File: src/rtl/artdmx_pkg.sv
// ============================================================================
// artdmx_pkg
// Shared types and constants for the ArtDMX pixel receiver.
// ============================================================================
package artdmx_pkg;

    // Input item commands
    localparam logic [1:0] CMD_BYTE = 2'd0;
    localparam logic [1:0] CMD_TICK = 2'd1;
    localparam logic [1:0] CMD_READ = 2'd2;

    // Art-Net opcodes (little endian on the wire)
    localparam logic [15:0] OP_DMX  = 16'h5000;
    localparam logic [15:0] OP_POLL = 16'h2000;

    // Header layout
    localparam int unsigned HDR_LEN     = 18;
    localparam int unsigned MIN_ID_LEN  = 10;
    localparam int unsigned BYTE_CNT_W  = 10;
    localparam int unsigned STG_DEPTH   = 512;
    localparam int unsigned STG_AW      = 9;
    localparam int unsigned IDLE_W      = 17;

    // Register file
    localparam logic [15:0] TIMEOUT_RST = 16'd5000;
    localparam logic        REG_TIMEOUT = 1'b0;
    localparam logic        REG_UNI_OFF = 1'b1;

    typedef struct packed {
        logic [1:0] cmd;
        logic [7:0] data_byte;
        logic       last_byte;
        logic [3:0] read_strip;
        logic [6:0] read_pixel;
    } t_in_item;

    typedef struct packed {
        logic       dmx_seen;
        logic       frame_committed;
        logic       poll_request;
        logic       active;
        logic [7:0] red;
        logic [7:0] green;
        logic [7:0] blue;
    } t_out_item;

    // Events for the activity timer
    typedef struct packed {
        logic tick;
        logic refresh;
    } t_act_evt;

    // "Art-Net" followed by NUL
    function automatic logic [7:0] artnet_id_byte(input logic [2:0] idx);
        logic [7:0] b;
        unique case (idx)
            3'd0:    b = 8'h41;
            3'd1:    b = 8'h72;
            3'd2:    b = 8'h74;
            3'd3:    b = 8'h2D;
            3'd4:    b = 8'h4E;
            3'd5:    b = 8'h65;
            3'd6:    b = 8'h74;
            3'd7:    b = 8'h00;
            default: b = 8'h00;
        endcase
        return b;
    endfunction

endpackage

File: src/rtl/artdmx_activity.sv
// ============================================================================
// artdmx_activity
// Idle timer and active flag: ArtDMX refreshes, millisecond ticks age it.
// ============================================================================
module artdmx_activity
    import artdmx_pkg::*;
(
    input  logic        i_clk,
    input  logic        i_rst_n,
    input  t_act_evt    i_evt,
    input  logic [15:0] i_timeout_ms,
    output logic        o_active
);

    localparam logic [IDLE_W-1:0] IDLE_MAX = '1;

    logic [IDLE_W-1:0] r_idle;
    logic [IDLE_W-1:0] n_idle;
    logic              r_active;

    always_comb begin
        n_idle = (r_idle == IDLE_MAX) ? r_idle : r_idle + 1'b1;
    end

    always_ff @(posedge i_clk) begin
        if (!i_rst_n) begin
            r_idle   <= '0;
            r_active <= 1'b0;
        end else if (i_evt.refresh) begin
            r_idle   <= '0;
            r_active <= 1'b1;
        end else if (i_evt.tick) begin
            r_idle <= n_idle;
            if (r_active && (n_idle > {1'b0, i_timeout_ms})) begin
                r_active <= 1'b0;
            end
        end
    end

    assign o_active = r_active;

`ifndef SYNTHESIS
    a_refresh_sets: assert property (@(posedge i_clk) disable iff (!i_rst_n)
        i_evt.refresh |=> (r_active && (r_idle == '0)))
        else $error("refresh did not restart timer");

    a_idle_saturates: assert property (@(posedge i_clk) disable iff (!i_rst_n)
        (i_evt.tick && !i_evt.refresh && (r_idle == IDLE_MAX)) |=> (r_idle == IDLE_MAX))
        else $error("idle timer wrapped");

    a_active_source: assert property (@(posedge i_clk) disable iff (!i_rst_n)
        $rose(r_active) |-> $past(i_evt.refresh))
        else $error("active set without ArtDMX");
`endif

endmodule

File: config.mk
export PLATFORM = sky130hd
export DESIGN_NAME = artdmx_activity
export DESIGN_NICKNAME = d
export VERILOG_FILES = /design/src/rtl/artdmx_pkg.sv /design/src/rtl/artdmx_activity.sv
export SDC_FILE = /design/constraint.sdc
export NUM_CORES = 1
export LEC_CHECK = 0
export BUFFER_PORTS_ARGS = -buffer_cell sky130_fd_sc_hd__buf_2
export CAP_MARGIN = 15
export CORE_UTILIZATION = 45
export DETAILED_ROUTE_END_ITERATION = 10
export GPL_ROUTABILITY_DRIVEN = 0
export PLACE_DENSITY_LB_ADDON = 0.12
export SYNTH_ARGS = -nofsm -noshare
export SYNTH_HDL_FRONTEND = slang
export SYNTH_SLANG_ARGS = --single-unit
File: constraint.sdc
create_clock -name i_clk -period 3.17 [get_ports i_clk]
set_input_delay 0.634 -clock i_clk [delete_from_list [all_inputs] [get_ports i_clk]]
set_output_delay 0.634 -clock i_clk [all_outputs]
set_load 0.01 [all_outputs]
==> results.toml, run 1 <==
[outcome]
status = "finished clean"

[sta]
slew_violations = 0
skew_ns = 0.00512
tightestPinTransition_ns = 0.661
rsz0062_at_grt = "no"
finalSetupTns_ns = 0
fin_worst_hold_slack_ns = 0.515
max_freq_mhz = 339
min_period_over_period = 0.931
relSlewSlack = 0.559
finalSetupViolCount = 0
fin_crit_ns = 2.95
finalHoldViolCount = 0

[final_layout]
drive_gt1_frac = 0.172
fin_area_um2 = 1710
syn_to_final_growth_pct = 10.5
antenna_cells = 0
nNetsFinal = 253

[place]
port_buffers = 20
hpwl_um = 2620
dpl_cell_area_um2 = 1670

[drt]
drt_first_iter_violations = 53
vias_per_cell = 5.34
vias = 1384
avgRoutedWirePerCell_um = 12.6
first_pass_iters = 4
finalWirelength_um = 3280
drc = 0
antenna_left = 0

[job]
drv_cap = 0

[synthesis]
synth_seq_cells = 18
ys_top_cells_by_count = "27 x nor2_1, 18 x dfxtp_1, 17 x ha_1, 17 x inv_1, 15 x xor2_1"
yosys_warnings = 0
synthCells = 197
netlist_area_um2 = 1550
synth_flop_cell = "dfxtp_1"
netlist_top_cells_area = "dfxtp_1 23%, ha_1 14%, xor2_1 8.5%"
yosysUniqueCellTypes = 49
ys_seq_area_frac = 0.233
synth_edf_count = 0
post_synth.cell_area_avg_um2 = 7.85
synth_top_area_frac = 0.233
yosysTopAreaCell = "dfxtp_1"
synth_most_common_cell = "nor2_1"
synth-async-reset-ratio = 0
syn-num-nets = 234

[worst_setup_path]
r2r_cells = 11
end_kind = "register"
reg2reg_from = "r_idle[0]"
r2r_slack_ns = 0.22
r2r-end = "o_active"
setup.worst_path.end = "o_active"
crit_start = "r_idle[0]"
cp.arrival_ns = 3.15
start_kind = "register"
crit_fanout = 9
path_class = "register to register"
cp.required_ns = 3.37

[global_route]
grt_use_met3 = 0.0256
grt_overflow = 0
antenna_found_initial = 0
use_met1 = 0.275
grt_max_degree = 18
grt_pass1_wl_um = 5440
grtUsageTotal = 0.198
grt.busiest_layer = "met2"
grt_pass1_vias = 1264
met2_usage = 0.314

[floorplanning]
initial_core_util = 0.490
core-area_um2 = 3150
ios = 21
die_h_um = 60.6
fp-row-count = 20
design.die.area_um2 = 3670
die_x_um = 60.6

[clocking]
ctsRootBufferMaster = "clkbuf_4"
hold_buffers = 0
clock-sinks = 18
post-cts-setup-buffers = 0
cts-htree-levels = 1
cts_tree = "built"
clkTransAtPathRegs_ns = 0.11
numCtsBuffers = 3
cts_buffer_depth = 2
insertion_delay_ns = 0.30

[power_and_ir_drop]
powerDensity_nw_per_um2 = 250
p_leak_nw = 0.749
ir_drop_uv = 244

[worst_hold_path]
hold_class = "register to register"
hp-start = "r_idle[16]"
==> state kept, by name (all words and copies together) (netlist names) <==
register  cells
r_idle       17
o_active      1
==> layer usage <==
| layer | wire length (µm) | part of all wire |
|---|---|---|
| met4 | 41 | 0.013 |
| met3 | 117 | 0.036 |
| met1 | 1730 | 0.53 |
| met2 | 1380 | 0.42 |
| met5 | 0 | 0 |
==> how the worst min path moves through the flow <==
stage	to	slack (ns)	cells past startpoint
CTS	r_idle[16]	0.51	2
detailed placement	r_idle[16]	0.50	2
floorplan	r_idle[16]	0.47	2
global placement	r_idle[16]	0.49	2
finish	r_idle[16]	0.51	2
global route	r_idle[16]	0.56	2
==> logic make-up after synthesis <==
logic type      Yosys count  share of synthesized area
simple gates             78                      0.269
compound gates           37                      0.158
buf+inv                  24                     0.0680
xor+xnor                 21                      0.119
flops                    18                      0.233
fa+ha+maj                17                      0.138
mux                       2                     0.0162
==> timing repair <==
action	in CTS	in global routing
endpoints found under the setup margin	0	1
endpoints found under the hold margin	0	0
gates resized for setup	0	4
==> cells in the final DEF, fill, tap and decap left out, types with 3 or more instances in the layout <==
cell type / count
xor2_1: 15
nand2_1: 13
nand4_1: 5
nor2_1: 27
o21ai_0: 7
ha_1: 16
o211ai_1: 4
xnor2_1: 6
inv_1: 17
dfxtp_1: 16
buf_2: 20
nor3_1: 4
a21oi_1: 11
nand3_1: 8
clkbuf_4: 3
==> metrics by stage <==
stage	power, mW	cells	worst slack [ns]	util
global placement	0.286	255	0.241	0.529
floorplan	0.268	197	0.334	-
finish	0.428	259	0.219	0.542
CTS	0.432	259	0.0928	0.540
detailed placement	0.288	255	0.112	0.529
global route	0.447	259	0.0102	0.542
==> critical path, stage by stage (launching register included) <==
cell and delay, ns:
dfxtp_2 0.39, ha_2 0.24, and4_1 0.30, nand2_2 0.14
or2_1 0.33, mux2_4 0.33, ha_1 0.27, nand4_1 0.10
nor2_1 0.05, and4_1 0.19, a221o_1 0.31, a32o_1 0.20
==> final cells by class <==
class | count | area, µm²
well taps | 44 | 55.1
clock buffers | 4 | 36.3
multi-input cells | 155 | 1080
inverters | 17 | 63.8
repair buffers | 21 | 108
flip-flops and latches | 18 | 363
fillers | 316 | 1440
==> power by group <==
part / switching, mW / internal, mW
clock network: 0.0746 / 0.0701
logic: 0.0269 / 0.0245
registers: 0.00284 / 0.229
total: 0.104 / 0.323
No activity file was read; power rests on OpenSTA's default activity.
==> run 2: changes to the inputs <==
--- a/config.mk
+++ b/config.mk
@@ -7,7 +7,7 @@
 export LEC_CHECK = 0
 export BUFFER_PORTS_ARGS = -buffer_cell sky130_fd_sc_hd__buf_2
 export CAP_MARGIN = 15
-export CORE_UTILIZATION = 45
+export CORE_UTILIZATION = 57
 export DETAILED_ROUTE_END_ITERATION = 10
 export GPL_ROUTABILITY_DRIVEN = 0
 export PLACE_DENSITY_LB_ADDON = 0.12
==> constraint.sdc (replaced) <==
create_clock -name i_clk -period 3.17 [get_ports i_clk]
set_input_delay 0.317 -clock i_clk [delete_from_list [all_inputs] [get_ports i_clk]]
set_output_delay 0.317 -clock i_clk [all_outputs]
set_load 0.01 [all_outputs]
==> run 2 against run 1 <==
Net effect: die area shrank 20%; global-route usage rose by 4.1 points; critical endpoint unchanged; highest routed layer unchanged; sequential share of layout area increased by 0.22 points; via count rose by 1.7%; critical path type unchanged; clock skew grew 0.0011 ns; sequential power is essentially flat.
==> results.toml, run 2 (synthesis results as in run 1) <==
[worst_setup_path]
path_class = "register to register"
start_kind = "register"
cp.arrival_ns = 3.19
reg2reg_from = "r_idle[0]"
crit_fanout = 9
end_kind = "register"
r2r_cells = 11
crit_start = "r_idle[0]"
cp.required_ns = 3.37
r2r_slack_ns = 0.18
setup.worst_path.end = "o_active"
r2r-end = "o_active"

[final_layout]
drive_gt1_frac = 0.172
regMostFlops = "r_idle"
mostFrequentLayoutCell = "nor2_1"
fill_cells = 211
largest_reg_flops = 17
antenna_cells = 0
seqCellArea_um2 = 363
final_cell_mix = "27 x nor2_1, 20 x buf_2, 17 x inv_1, 16 x ha_1, 16 x dfxtp_1"
syn_to_final_growth_pct = 9.38
nNetsFinal = 253
multiInputGateArea_um2 = 1080

[drt]
antenna_left = 0
vias = 1407
avgRoutedWirePerCell_um = 13.4
finalWirelength_um = 3290
drc = 0
first_pass_iters = 4
drt_first_iter_violations = 72
vias_per_cell = 5.74

[sta]
relSlewSlack = 0.588
finalHoldViolCount = 0
rsz0062_at_grt = "no"
tightestPinTransition_ns = 0.618
max_freq_mhz = 334
skew_ns = 0.00617
min_period_over_period = 0.944
fin_worst_hold_slack_ns = 0.290
finalSetupViolCount = 0
fin_crit_ns = 2.99
slew_violations = 0
fin_ws_ns = 0.179
finalSetupTns_ns = 0

[clocking]
ctsRootBufferMaster = "clkbuf_4"
hold_buffers = 0
post-cts-setup-buffers = 0
clock-sinks = 18
cts_buffer_depth = 2
cts-htree-levels = 1
insertion_delay_ns = 0.29
ctsResizeCount = 0
numCtsBuffers = 3
clkTransAtPathRegs_ns = 0.11
cts_tree = "built"

[power_and_ir_drop]
powerDensity_nw_per_um2 = 251
p_leak_nw = 0.749
ir_drop_uv = 322
p_total_uw = 425

[floorplanning]
fp-row-count = 18
design.die.area_um2 = 2930
core-area_um2 = 2520
initial_core_util = 0.613
die_x_um = 54.1
die_h_um = 54.1
ios = 21

[worst_hold_path]
holdPathStages = 2
hold_class = "primary input to register"

[global_route]
grt_pass1_vias = 1150
grt_pass1_wl_um = 5020
grt_max_degree = 18
grt_overflow = 0
grtUsageTotal = 0.239
antenna_found_initial = 0

[outcome]
status = "finished clean"

[place]
pre_cts_ws_ns = 0.108
port_buffers = 20
hpwl_um = 2680

[job]
drv_cap = 0
-- run 2: cell counts in the layout (fill, tap and decap cells not counted) --
Identical to the previous run, type by type.
-- run 2: how the worst min path moves through the flow --
stage,startpoint,end,slack [ns]
after floorplan,i_rst_n,o_active,0.44
after global placement,r_idle[16],r_idle[16],0.49
after detailed placement,r_idle[16],r_idle[16],0.49
after CTS,i_rst_n,o_active,0.28
after global routing,i_rst_n,o_active,0.29
final,i_rst_n,o_active,0.29
-- run 2: through the flow --
stage	util	instances	instance area [µm²]
2_1_floorplan	-	197	1550
3_3_place_gp	0.654	241	1650
3_5_place_dp	0.654	241	1650
4_1_cts	0.669	245	1690
5_1_grt	0.671	245	1690
6_report	0.671	245	1690
-- run 2: report_power, final --
group | internal, mW | switching (mW) | total, mW | leakage [nW]
sequential | 0.229 | 0.00310 | 0.232 | 0.146
clock | 0.0700 | 0.0713 | 0.141 | 0.0210
combinational | 0.0247 | 0.0271 | 0.0519 | 0.582
total | 0.323 | 0.102 | 0.425 | 0.749
-- run 2: critical path, cell delays in order, from the launching register on --
cell and delay (ns):
dfxtp_2 0.39, ha_2 0.24, and4_1 0.30, nand2_2 0.14, or2_1 0.33, mux2_4 0.33, ha_1 0.27, nand4_1 0.11
nor2_1 0.05, and4_1 0.21, a221o_1 0.32, a32o_1 0.20
-- run 2: layout make-up --
cell class	count	area share
Multi-Input combinational cell	155	0.641
Sequential cell	18	0.214
Clock buffer	4	0.0214
Tap cell	30	0.0222
Inverter	17	0.0377
Timing Repair Buffer	21	0.0636
-- run 2: per-layer routing --
layer	part of all wire	GRT usage	routed length, µm
met1	0.51	0.352	1670
met2	0.43	0.366	1420
met3	0.056	0.0339	184
met4	0.0052	0.0470	17
met5	0	0	0
